`config.mk`:
```
export PLATFORM = sky130hd
export DESIGN_NAME = mkrms_ctrl
export DESIGN_NICKNAME = d
export VERILOG_FILES = /design/src/hw/rtl/mkrms_pkg.sv /design/src/hw/rtl/mkrms_ctrl.sv
export SDC_FILE = /design/constraint.sdc
export NUM_CORES = 1
export LEC_CHECK = 0
export ABC_CLOCK_PERIOD_IN_PS = 1500
export BUFFER_PORTS_ARGS = -buffer_cell sky130_fd_sc_hd__clkbuf_2
export CAP_MARGIN = 20
export CELL_PAD_IN_SITES_DETAIL_PLACEMENT = 1
export CELL_PAD_IN_SITES_GLOBAL_PLACEMENT = 1
export CORE_MARGIN = 4
export CORE_UTILIZATION = 32
export CTS_BUF_LIST = sky130_fd_sc_hd__clkbuf_2 sky130_fd_sc_hd__clkbuf_4 sky130_fd_sc_hd__clkbuf_8
export DETAILED_ROUTE_END_ITERATION = 7
export PLACE_DENSITY_LB_ADDON = 0.1
export SLEW_MARGIN = 40
export SYNTH_ARGS = -nofsm -noshare
export SYNTH_HDL_FRONTEND = slang
export SYNTH_SLANG_ARGS = --single-unit
```
`constraint.sdc`:
```
create_clock -name clk_i -period 1.5 [get_ports clk_i]
set_clock_uncertainty 0.2 [all_clocks]
set_input_delay 0.3 -clock clk_i [delete_from_list [all_inputs] [get_ports clk_i]]
set_output_delay 0.3 -clock clk_i [all_outputs]
set_load 0.02 [all_outputs]
```
`src/hw/rtl/mkrms_pkg.sv`:
```
// Shared types for the multi-key record merge sorter.
// Holds the controller state, datapath operation codes and the record layout.
`default_nettype none
package mkrms_pkg;

  typedef enum logic [3:0] {
    ST_IDLE,
    ST_INIT,
    ST_PASS,
    ST_RUN,
    ST_RD_IDX,
    ST_RD_REC,
    ST_MERGE,
    ST_RUN_NEXT,
    ST_PASS_END,
    ST_EMIT_IDX,
    ST_EMIT_REC,
    ST_EMIT_OUT
  } state_e;

  typedef enum logic [3:0] {
    OP_NONE,
    OP_LOAD,
    OP_INIT_STEP,
    OP_RUN_BEGIN,
    OP_RD_IDX,
    OP_RD_REC,
    OP_MERGE,
    OP_RUN_NEXT,
    OP_PASS_END,
    OP_EMIT_BEGIN,
    OP_EMIT_OUT
  } op_e;

  typedef struct packed {
    op_e op;
  } cmd_t;

  typedef struct packed {
    logic last_k;     // k is the final position of the set
    logic pass_more;  // another merge pass is needed
    logic run_done;   // current run fully written
    logic runs_more;  // another run follows in this pass
  } sts_t;

  // Field order gives the sort priority when compared as one vector.
  typedef struct packed {
    logic [29:0] key_date;
    logic [63:0] name_first;
    logic [63:0] name_middle;
    logic [31:0] name_final;
    logic [37:0] seat_weight;
  } rec_t;

endpackage
`default_nettype wire

```
`src/hw/rtl/mkrms_ctrl.sv`:
```
// Sequencing state machine of the merge sorter.
// Depends on mkrms_pkg; drives datapath operations from its status.
`default_nettype none
module mkrms_ctrl (
  input  logic            clk_i,
  input  logic            rst_ni,
  input  logic            start_i,
  input  logic            last_i,
  input  mkrms_pkg::sts_t sts_i,
  output mkrms_pkg::cmd_t cmd_o,
  output logic            busy_o,
  output logic            emit_o
);
  import mkrms_pkg::*;

  state_e state_q, state_d;

  always_ff @(posedge clk_i or negedge rst_ni) begin
    if (!rst_ni) begin
      state_q <= ST_IDLE;
    end else begin
      state_q <= state_d;
    end
  end

  always_comb begin
    state_d = state_q;
    unique case (state_q)
      ST_IDLE:     if (start_i && last_i) state_d = ST_INIT;
      ST_INIT:     if (sts_i.last_k) state_d = ST_PASS;
      ST_PASS:     state_d = sts_i.pass_more ? ST_RUN : ST_EMIT_IDX;
      ST_RUN:      state_d = ST_RD_IDX;
      ST_RD_IDX:   state_d = ST_RD_REC;
      ST_RD_REC:   state_d = ST_MERGE;
      ST_MERGE:    state_d = sts_i.run_done ? ST_RUN_NEXT : ST_RD_IDX;
      ST_RUN_NEXT: state_d = sts_i.runs_more ? ST_RUN : ST_PASS_END;
      ST_PASS_END: state_d = ST_PASS;
      ST_EMIT_IDX: state_d = ST_EMIT_REC;
      ST_EMIT_REC: state_d = ST_EMIT_OUT;
      ST_EMIT_OUT: state_d = sts_i.last_k ? ST_IDLE : ST_EMIT_IDX;
      default:     state_d = ST_IDLE;
    endcase
  end

  always_comb begin
    cmd_o.op = OP_NONE;
    unique case (state_q)
      ST_IDLE:     if (start_i) cmd_o.op = OP_LOAD;
      ST_INIT:     cmd_o.op = OP_INIT_STEP;
      ST_PASS:     cmd_o.op = sts_i.pass_more ? OP_NONE : OP_EMIT_BEGIN;
      ST_RUN:      cmd_o.op = OP_RUN_BEGIN;
      ST_RD_IDX:   cmd_o.op = OP_RD_IDX;
      ST_RD_REC:   cmd_o.op = OP_RD_REC;
      ST_MERGE:    cmd_o.op = OP_MERGE;
      ST_RUN_NEXT: cmd_o.op = OP_RUN_NEXT;
      ST_PASS_END: cmd_o.op = OP_PASS_END;
      ST_EMIT_IDX: cmd_o.op = OP_RD_IDX;
      ST_EMIT_REC: cmd_o.op = OP_RD_REC;
      ST_EMIT_OUT: cmd_o.op = OP_EMIT_OUT;
      default:     cmd_o.op = OP_NONE;
    endcase
  end

  assign busy_o = (state_q != ST_IDLE);
  assign emit_o = (state_q == ST_EMIT_OUT);

endmodule
`default_nettype wire

```
Word-level counts from Yosys, hierarchy flattened --
Index checks and enable logic that the tools add are counted.
Storage, ports and cells: register bits after elaboration 4, bits in latches 0, memory bits (writable) 0, ROM bits 0, output and inout bits 6, logic and storage cells 30, memories 0
Cells by class: add/subtract/negate cells 0, $mul 0, divide/modulo/power cells 0, order comparisons 0, equality and inequality tests 13, shifts and indexed selects 0, mux-type cells 10, bitwise operators 0, reduce and logical (&&, ||, !) cells 6
Operator list (number):
- $pmux 4 s12 | 1
- $pmux 4 s10 | 1
- $mux 4 | 6
- $eq 4x3->1 const B | 4
- $eq 4x4->1 const B | 4
- $eq 4x2->1 const B | 2
- $eq 4x1->1 const B | 1
- $logic_not 4->1 | 1
- $ne 2x2->1 const B | 2
- $reduce_bool 4->1 | 1
- $reduce_or 2->1 | 2
- $mux 2 | 1
- $reduce_and 2->1 | 1
- $logic_and 1x1->1 | 1
- $mux 1 | 1

Depth between registers and ports, before layout --
Gate-level depths: netlist of the first run.
depth after elaboration 3, depth in mapped cells 5, depth with buffers taken out 4

Worst setup path before layout of the first run --
Ideal clock, no wire load.
path type reg-to-output, from reg state_q[3], to out cmd_o[3] (netlist name), arrival 1.287 ns, data required time 1.000 ns, setup slack -0.287 ns, stages on the path, launching flop included 6, cells stage by stage dfrtp_1 -> buf_6 -> or3_1 -> o21ai_1 -> a22oi_1 -> nor2_1
RTL lines:
- start, declared | line mkrms_ctrl.sv:16 | state_e state_q, state_d;
- start signal, assigned | line mkrms_ctrl.sv:22 | state_q <= state_d;
- end, declared | line mkrms_ctrl.sv:10 | output mkrms_pkg::cmd_t cmd_o,

==> results of run 1 <==
[timing repair]
action,in CTS,in global routing
hold buffers,1,0
endpoints found under the setup margin,8,9
gates resized for setup,21,7
hold endpoints to repair,4,0
buffers inserted,5,0
pin swaps,5,0
[critical path, delay by kind of cell (launching register included)]
family | cells | cell delay, ps
AO/OA/AOI/OAI | 2 | 160
flip-flops | 1 | 370
AND/OR/NAND/NOR | 2 | 470
buffers and inverters | 1 | 150
[cell usage in the layout, fill, tap and decap left out, types with 3 or more instances in the layout]
cell	count
a21oi_1	4
buf_4	18
buf_6	4
clkbuf_2	8
clkbuf_4	3
clkbuf_8	4
nand2_1	4
nand2b_1	3
nor2_1	3
[kinds of logic after synthesis]
kind of cell              Yosys count
DFF                                 4
and+or+nand+nor                    22
buffers and inverters               7
xor gates and xnor gates            2
muxes                               1
AOI/OAI and AO/OA                  18
[report_power, final]
part	switching [mW]	internal, mW	leakage [nW]	total [mW]
registers	0.0764	0.163	0.0486	0.240
clock network	0.0448	0.0895	0.0138	0.134
logic	0.758	0.845	0.302	1.60
[per-stage QoR]
stage          power, mW  setup WS, ps   util  area [sq um]
6_report            1.98          -393  0.611           786
3_5_place_dp        1.45          -163  0.480           617
4_1_cts             1.91          -374  0.591           759
3_3_place_gp        1.43          -134  0.480           617
5_1_grt             2.14          -460  0.611           786
2_1_floorplan       1.01          -197      -           449
[cell type report]
| type | instances | area (sq um) | share of cell area |
|---|---|---|---|
| flip-flops and latches | 4 | 103 | 0.131 |
| multi-input cells | 43 | 345 | 0.439 |
| clock buffers | 3 | 22.5 | 0.0287 |
| repair buffers | 35 | 285 | 0.363 |
| inverters | 3 | 11.3 | 0.0143 |
| well taps | 15 | 18.8 | 0.0239 |
[path summary, 6_finish.rpt]
check	to	slack [ps]	depth (start not counted)
min in group clk_i	state_q[3]$_DFFE_PN0P_	200	4
min reg2reg	state_q[2]$_DFFE_PN0P_	470	2
max	cmd_o[3]	-390	5
max in group asynchronous	state_q[2]$_DFFE_PN0P_	750	2
max reg2reg	state_q[1]$_DFFE_PN0P_	-170	5
min	state_q[3]$_DFFE_PN0P_	200	2
[per-layer routing]
metal  part of all wire  vias up  GRT usage
met5                  0        -          0
met4              0.010        0      0.105
met3              0.031        2     0.0120
met2               0.56       10      0.361
met1               0.40      261      0.226
li1                   -      265          -
==> impl_metrics.ini, run 1 <==
[logic_synthesis]
synth_area_leaders = dfrtp_1 (23%), a21oi_1 (5.7%), nand2b_1 (5.7%), buf_6 (5.2%), nor2_1 (5.2%)
synth-seq-cells = 4
postSynthAreaPerCell_sq_um = 8.06
yosys_warnings = 0
synth_top_cells_by_count = nor2_1 (6), a21oi_1 (5), nand2_1 (5), dfrtp_1 (4), nand2b_1 (4)
yosys.area_share.simple = 0.296
synth_top_cell_by_area = dfrtp_1
async_reset_ff_frac = 1.00
synth_compound_area_frac = 0.273
synth.most_common_cell = nor2_1
synth_top_family_by_area = simple AND/OR/NAND/NOR gates
synth_cell_type_count = 28
synthAdderAreaFrac = 0
syn_inst = 54
synth_xor_xnor_area_share = 0.0402
netlist_area_sq_um = 435
synth.area.mux_share = 0.0345
synth_fp_nets = 62
yosysTopAreaCellShare = 0.230
synth-edff-count = 0
ys_seq_area_frac = 0.230
synth_flop_cell = dfrtp_1

[worst_setup_path]
path_cells = or3_1 > o21ai_2 > a22oi_2 > nor2_2 > clkbuf_8
required_ps = 1000
cp-start-kind = register
slowest_stage = or3_1
crit_start = state_q[0]$_DFFE_PN0P_
crit_fanout = 2
max_stage_delay_ps = 380
crit_type = register to primary output
cp.arrival_ps = 1390
reg2reg_from = state_q[2]$_DFFE_PN0P_
worstSetupEndpointType = primary output

[sta]
rsz0062_at_grt = true
fin_ws_ps = -393
worst_pin_slew_ps = 276
hold_ws_ps = 202
drv_slew = 0
fin_crit_sh = 1.26
relSlewSlack = 0.814
setup_violations = 8
period_needed_ps = 1890
hold_violations = 0
setup_tns_ps = -2300
clock.fmax_mhz = 528

[final_layout]
reg_top3 = state_q (4)
synthToLayoutAreaGrowth_pct = 80.5
regMostFlops = state_q
nFillCells = 156
largest_reg_flops = 4
antenna_cells = 0
instances_no_fill = 103
final_nets = 98
drive_gt1_frac = 0.659

[worst_hold_path]
hp-class = primary input to async pin

[detailed_routing]
drtIter0Drc = 2
vias_per_cell = 5.22
vias = 538
drtAntennaViolNets = 0
drc_errors = 0
drt-pass1-iter-count = 4
routed_wl_microns = 1660
wl_per_cell_microns = 16.1

[cts]
cts_root_buffer = clkbuf_4
clkLatencyLatePin_ps = 240
cts_sinks = 4
clk_pin_slew_worst_paths_ps = 40
htreeDepth = 1
cts_tree = done
clock_path_buffers = 2
numCtsBuffers = 3

[grt]
first_global_vias = 616
grt_max_degree = 8
grt_overflow = 0
antenna_found_initial = 0
grt_pass1_wl_microns = 2810
grtUsageTotal = 0.197

[power]
vdd_drop_max_mv = 1.21
p_per_area_nw_per_um2 = 2520
power_leakage_nw = 0.365

[placed_design]
place_congestion = 0.743
dp.final_hpwl_microns = 1090
dp.cells = 95
port_buffers = 13

[floorplan]
ios = 14
row_count = 13
die_y_microns = 44.9
core-area_sq_um = 1280
die_x_microns = 44.9
dieArea_sq_um = 2010
initial_core_util = 0.339

[run_status]
violations = setup timing
status = finished with violations

[run]
max_cap_viol_count = 0
Note: power is estimated with default switching activity, not from simulation.
==> run 2, diff against run 1 <==
--- a/config.mk
+++ b/config.mk
@@ -19,3 +19,4 @@
 export SYNTH_ARGS = -nofsm -noshare
 export SYNTH_HDL_FRONTEND = slang
 export SYNTH_SLANG_ARGS = --single-unit
+export TNS_END_PERCENT = 20
==> run 2 against run 1 <==
Compared with the run above: the run still ends with setup timing left; worst setup slack worse by 31 ps; utilization down 5.5 points; via count down 3.5%; die area unchanged; hold slack worse by 32 ps; non-clock buffer count down 2; register-to-register slack better by 80 ps; combinational power down 17%; total power down 13%; largest cell class unchanged; highest routed layer unchanged.
==> impl_metrics.ini, run 2 (synthesis gave the netlist of run 1 again) <==
[cts]
cts_sinks = 4
numCtsBuffers = 3
clk_pin_slew_worst_paths_ps = 40
clock_path_buffers = 2
clkLatencyLatePin_ps = 240
cts_root_buffer = clkbuf_4
htreeDepth = 1
cts_tree = done

[sta]
fin_ws_ps = -424
setup_violations = 9
period_needed_ps = 1920
hold_ws_ps = 170
rsz0062_at_grt = true
worst_pin_slew_ps = 249
fin_crit_sh = 1.28
relSlewSlack = 0.832
drv_slew = 0
setup_tns_ps = -2100
hold_violations = 0
clock.fmax_mhz = 520

[run_status]
status = finished with violations
violations = setup timing

[worst_setup_path]
slowest_stage = dfrtp_1
reg2reg_from = state_q[3]$_DFFE_PN0P_
path_cells = or3_1 > o21ai_1 > a22oi_2 > nor2_2 > clkbuf_8
r2r_cells = 4
crit_start = state_q[0]$_DFFE_PN0P_
cp-start-kind = register
required_ps = 1000
crit_type = register to primary output
worstSetupEndpointType = primary output
crit_fanout = 3
r2r_slack_ps = -90
max_stage_delay_ps = 390
cp.arrival_ps = 1420
critPathCapture = cmd_o[3]
reg2reg_to = state_q[1]$_DFFE_PN0P_

[final_layout]
antenna_cells = 0
reg_top3 = state_q (4)
drive_gt1_frac = 0.616
final_nets = 96
regMostFlops = state_q
nFillCells = 172
seq_area_sq_um = 103
synthToLayoutAreaGrowth_pct = 64.4
largest_reg_flops = 4
multi_input_area_sq_um = 319
final_common_cell = buf_4
final_cell_mix = buf_4 (18), clkbuf_2 (9), nand2_1 (5), clkbuf_4 (5)

[floorplan]
ios = 14
dieArea_sq_um = 2010
die_y_microns = 44.9
row_count = 13
die_x_microns = 44.9
core-area_sq_um = 1280
initial_core_util = 0.339

[power]
power_leakage_nw = 0.339
vdd_drop_max_mv = 1.03
p_per_area_nw_per_um2 = 2410

[detailed_routing]
drc_errors = 0
vias_per_cell = 5.14
drtIter0Drc = 2
routed_wl_microns = 1430
drt-pass1-iter-count = 4
vias = 519
drtAntennaViolNets = 0
wl_per_cell_microns = 14.1

[worst_hold_path]
worstHoldStart = sts_i[3]
hp-class = primary input to register

[run]
max_cap_viol_count = 0

[grt]
first_global_vias = 529
grt_overflow = 0
antenna_found_initial = 0
grtUsageTotal = 0.167
grt_max_degree = 13
grt_pass1_wl_microns = 2410

[placed_design]
dp.final_hpwl_microns = 1070
port_buffers = 13
dp_slack_ps = -188
place_congestion = 0.717
run 2: cell types whose count changed in the layout (fill, tap and decap cells not counted), moves of 2 or more:
| cell | delta |
|---|---|
| o21ai_1 | +2 |
| clkbuf_8 | -3 |
| clkbuf_4 | +2 |
| buf_6 | -2 |
run 2: timing repair:
item / in CTS / in global routing
pin swaps: 4 / 0
resized for setup: 13 / 7
hold buffers: 1 / 0
buffers inserted: 1 / 0
endpoints found under the setup margin: 9 / 9
endpoints found under the hold margin: 4 / 0
run 2: routing by layer:
| layer | global-route usage | vias to the layer above | share of wire |
|---|---|---|---|
| li1 | - | 259 | - |
| met1 | 0.192 | 249 | 0.42 |
| met2 | 0.298 | 8 | 0.54 |
| met3 | 0.0239 | 3 | 0.028 |
| met4 | 0.0877 | 0 | 0.017 |
| met5 | 0 | - | 0 |
run 2: stage by stage:
stage               cell area, sq um  utilization  instances  total power [mW]
floorplan                        438            -         54             0.972
global placement                 613        0.477         96              1.38
detailed placement               613        0.477         96              1.40
CTS                              693        0.539        101              1.66
global route                     716        0.557        101              1.87
finish                           716        0.557        101              1.73
run 2: layout make-up:
| type | count | area share |
|---|---|---|
| sequential | 4 | 0.143 |
| multi-input combinational | 43 | 0.446 |
| timing repair buffer | 33 | 0.337 |
| tap | 15 | 0.0262 |
| inverter | 3 | 0.0157 |
| clock buffer | 3 | 0.0315 |
run 2: how the worst min path moves through the flow:
stage                             endpoint  slack [ps]  cells after the start
floorplan           state_q[0]$_DFFE_PN0P_        -200                      0
global placement    state_q[2]$_DFFE_PN0P_         -90                      1
detailed placement  state_q[2]$_DFFE_PN0P_         -80                      1
CTS                 state_q[0]$_DFFE_PN0P_         160                      3
global route        state_q[0]$_DFFE_PN0P_         190                      3
finish              state_q[0]$_DFFE_PN0P_         170                      3
run 2: power breakdown:
group | internal (mW) | switching [mW]
sequential | 0.163 | 0.0899
combinational | 0.698 | 0.635
clock | 0.0899 | 0.0500
run 2: critical path, delay by kind of cell, from the launching register on:
family          cells  cell delay [ps]
compound gates      2              170
buf+inv             1              160
flops               1              390
simple gates        2              460
==> run 3, diff against run 2 <==
--- a/config.mk
+++ b/config.mk
@@ -5,7 +5,7 @@
 export SDC_FILE = /design/constraint.sdc
 export NUM_CORES = 1
 export LEC_CHECK = 0
-export ABC_CLOCK_PERIOD_IN_PS = 1500
+export ABC_CLOCK_PERIOD_IN_PS = 1750
 export BUFFER_PORTS_ARGS = -buffer_cell sky130_fd_sc_hd__clkbuf_2
 export CAP_MARGIN = 20
 export CELL_PAD_IN_SITES_DETAIL_PLACEMENT = 1
@@ -15,6 +15,7 @@
 export CTS_BUF_LIST = sky130_fd_sc_hd__clkbuf_2 sky130_fd_sc_hd__clkbuf_4 sky130_fd_sc_hd__clkbuf_8
 export DETAILED_ROUTE_END_ITERATION = 7
 export PLACE_DENSITY_LB_ADDON = 0.1
+export SKIP_CTS_REPAIR_TIMING = 1
 export SLEW_MARGIN = 40
 export SYNTH_ARGS = -nofsm -noshare
 export SYNTH_HDL_FRONTEND = slang
==> constraint.sdc (replaced) <==
create_clock -name clk_i -period 1.75 [get_ports clk_i]
set_clock_uncertainty 0.2 [all_clocks]
set_input_delay 0.35 -clock clk_i [delete_from_list [all_inputs] [get_ports clk_i]]
set_output_delay 0.35 -clock clk_i [all_outputs]
set_load 0.02 [all_outputs]
==> run 3 against run 2 <==
Compared with the run above: the flow still finishes with violations (setup timing); first-iteration DRC count rose by 100%; sequential cell count did not move; utilization fell by 4.3 points; via count fell by 5.4%; cell count fell by 6.9%; register-to-register slack improved by 200 ps; non-clock buffer count fell by 7; die area did not move; wire length fell by 8.7%; critical path type unchanged.
==> impl_metrics.ini, run 3 (synthesis gave the netlist of run 1 again) <==
[final_layout]
nFillCells = 173
antenna_cells = 0
final_nets = 89
reg_top3 = state_q (4)
final_cell_mix = buf_4 (11), clkbuf_2 (9), nand2_1 (5), a21oi_1 (5)
synthToLayoutAreaGrowth_pct = 51.7
multi_input_area_sq_um = 317
regMostFlops = state_q
drive_gt1_frac = 0.595
instances_no_fill = 94
fin_util = 0.514
largest_reg_flops = 4
final_common_cell = buf_4
seq_area_sq_um = 104
design_area_sq_um = 661

[cts]
cts_tree = done
clkLatencyLatePin_ps = 240
cts_root_buffer = clkbuf_4
cts_sinks = 4
htreeDepth = 1
numCtsBuffers = 3
clock_path_buffers = 2
clk_pin_slew_worst_paths_ps = 40

[detailed_routing]
drt-pass1-iter-count = 4
drc_errors = 0
vias = 491
wl_per_cell_microns = 13.9
drtIter0Drc = 4
vias_per_cell = 5.22
routed_wl_microns = 1310
drtAntennaViolNets = 0

[sta]
fin_ws_ps = -191
worst_pin_slew_ps = 270
relSlewSlack = 0.820
period_needed_ps = 1940
hold_ws_ps = 241
fin_crit_sh = 1.11
setup_tns_ps = -757
rsz0062_at_grt = true
setup_violations = 6
hold_violations = 0
clock.fmax_mhz = 515
drv_slew = 0

[grt]
first_global_vias = 488
grtUsageTotal = 0.155
grt_max_degree = 14
antenna_found_initial = 0
grt_overflow = 0
grt_pass1_wl_microns = 2200

[worst_setup_path]
r2r_cells = 3
reg2reg_from = state_q[2]$_DFFE_PN0P_
path_cells = buf_4 > inv_2 > nand2_1 > a31o_1 > clkbuf_2
worst_path_dominant_cell_family = buffers and inverters
cp.arrival_ps = 1390
worstSetupEndpointType = primary output
crit_buf_inv = 3
crit_cells = 5
reg2reg_to = state_q[0]$_DFFE_PN0P_
crit_fanout = 8
slowest_stage = dfrtp_1
r2r_slack_ps = 110
crit_type = register to primary output
required_ps = 1200
max_stage_delay_ps = 420
cp-start-kind = register

[floorplan]
die_y_microns = 44.9
ios = 14
row_count = 13
core-area_sq_um = 1280
die_x_microns = 44.9
dieArea_sq_um = 2010
initial_core_util = 0.339

[placed_design]
place_congestion = 0.765
dp.cells = 89
place_area_sq_um = 561
dp.final_hpwl_microns = 940
dp_slack_ps = -6.17
port_buffers = 13

[worst_hold_path]
holdPathStages = 3
worstHoldStart = sts_i[3]
min_to = state_q[0]$_DFFE_PN0P_
hp-class = primary input to register

[power]
p_per_area_nw_per_um2 = 2070
power_leakage_nw = 0.307
vdd_drop_max_mv = 0.788
power_mw = 1.37

[run_status]
violations = setup timing
status = finished with violations

[run]
max_cap_viol_count = 0
-- run 3: where the power goes --
part | switching, mW | total, mW | internal (mW)
logic | 0.507 | 1.02 | 0.508
clock network | 0.0416 | 0.119 | 0.0769
registers | 0.0913 | 0.233 | 0.142
total | 0.640 | 1.37 | 0.727
-- run 3: layout make-up --
cell class                 count  area share
multi-input combinational     43       0.479
timing repair buffer          26       0.284
sequential                     4       0.157
clock buffer                   3      0.0341
tap                           15      0.0284
inverter                       3      0.0170
-- run 3: worst max path at each step --
stage / start / to / slack (ps)
finish: state_q[3]$_DFFE_PN0P_ / cmd_o[0] / -190
detailed placement: sts_i[2] / cmd_o[3] / -6
global placement: sts_i[2] / cmd_o[3] / 10
global route: state_q[0]$_DFFE_PN0P_ / cmd_o[3] / -270
CTS: state_q[0]$_DFFE_PN0P_ / cmd_o[3] / -270
floorplan: state_q[3]$_DFFE_PN0P_ / cmd_o[3] / 0.7
-- run 3: worst reg2reg max path: stages (launching register included) --
cell and delay [ps]:
dfrtp_2 500, buf_4 180, or4_4 520, a31oi_2 170
-- run 3: layer usage --
layer | share of wire | GRT usage
met5 | 0 | 0
met2 | 0.51 | 0.246
met1 | 0.43 | 0.184
met4 | 0.018 | 0.0877
met3 | 0.040 | 0.0478
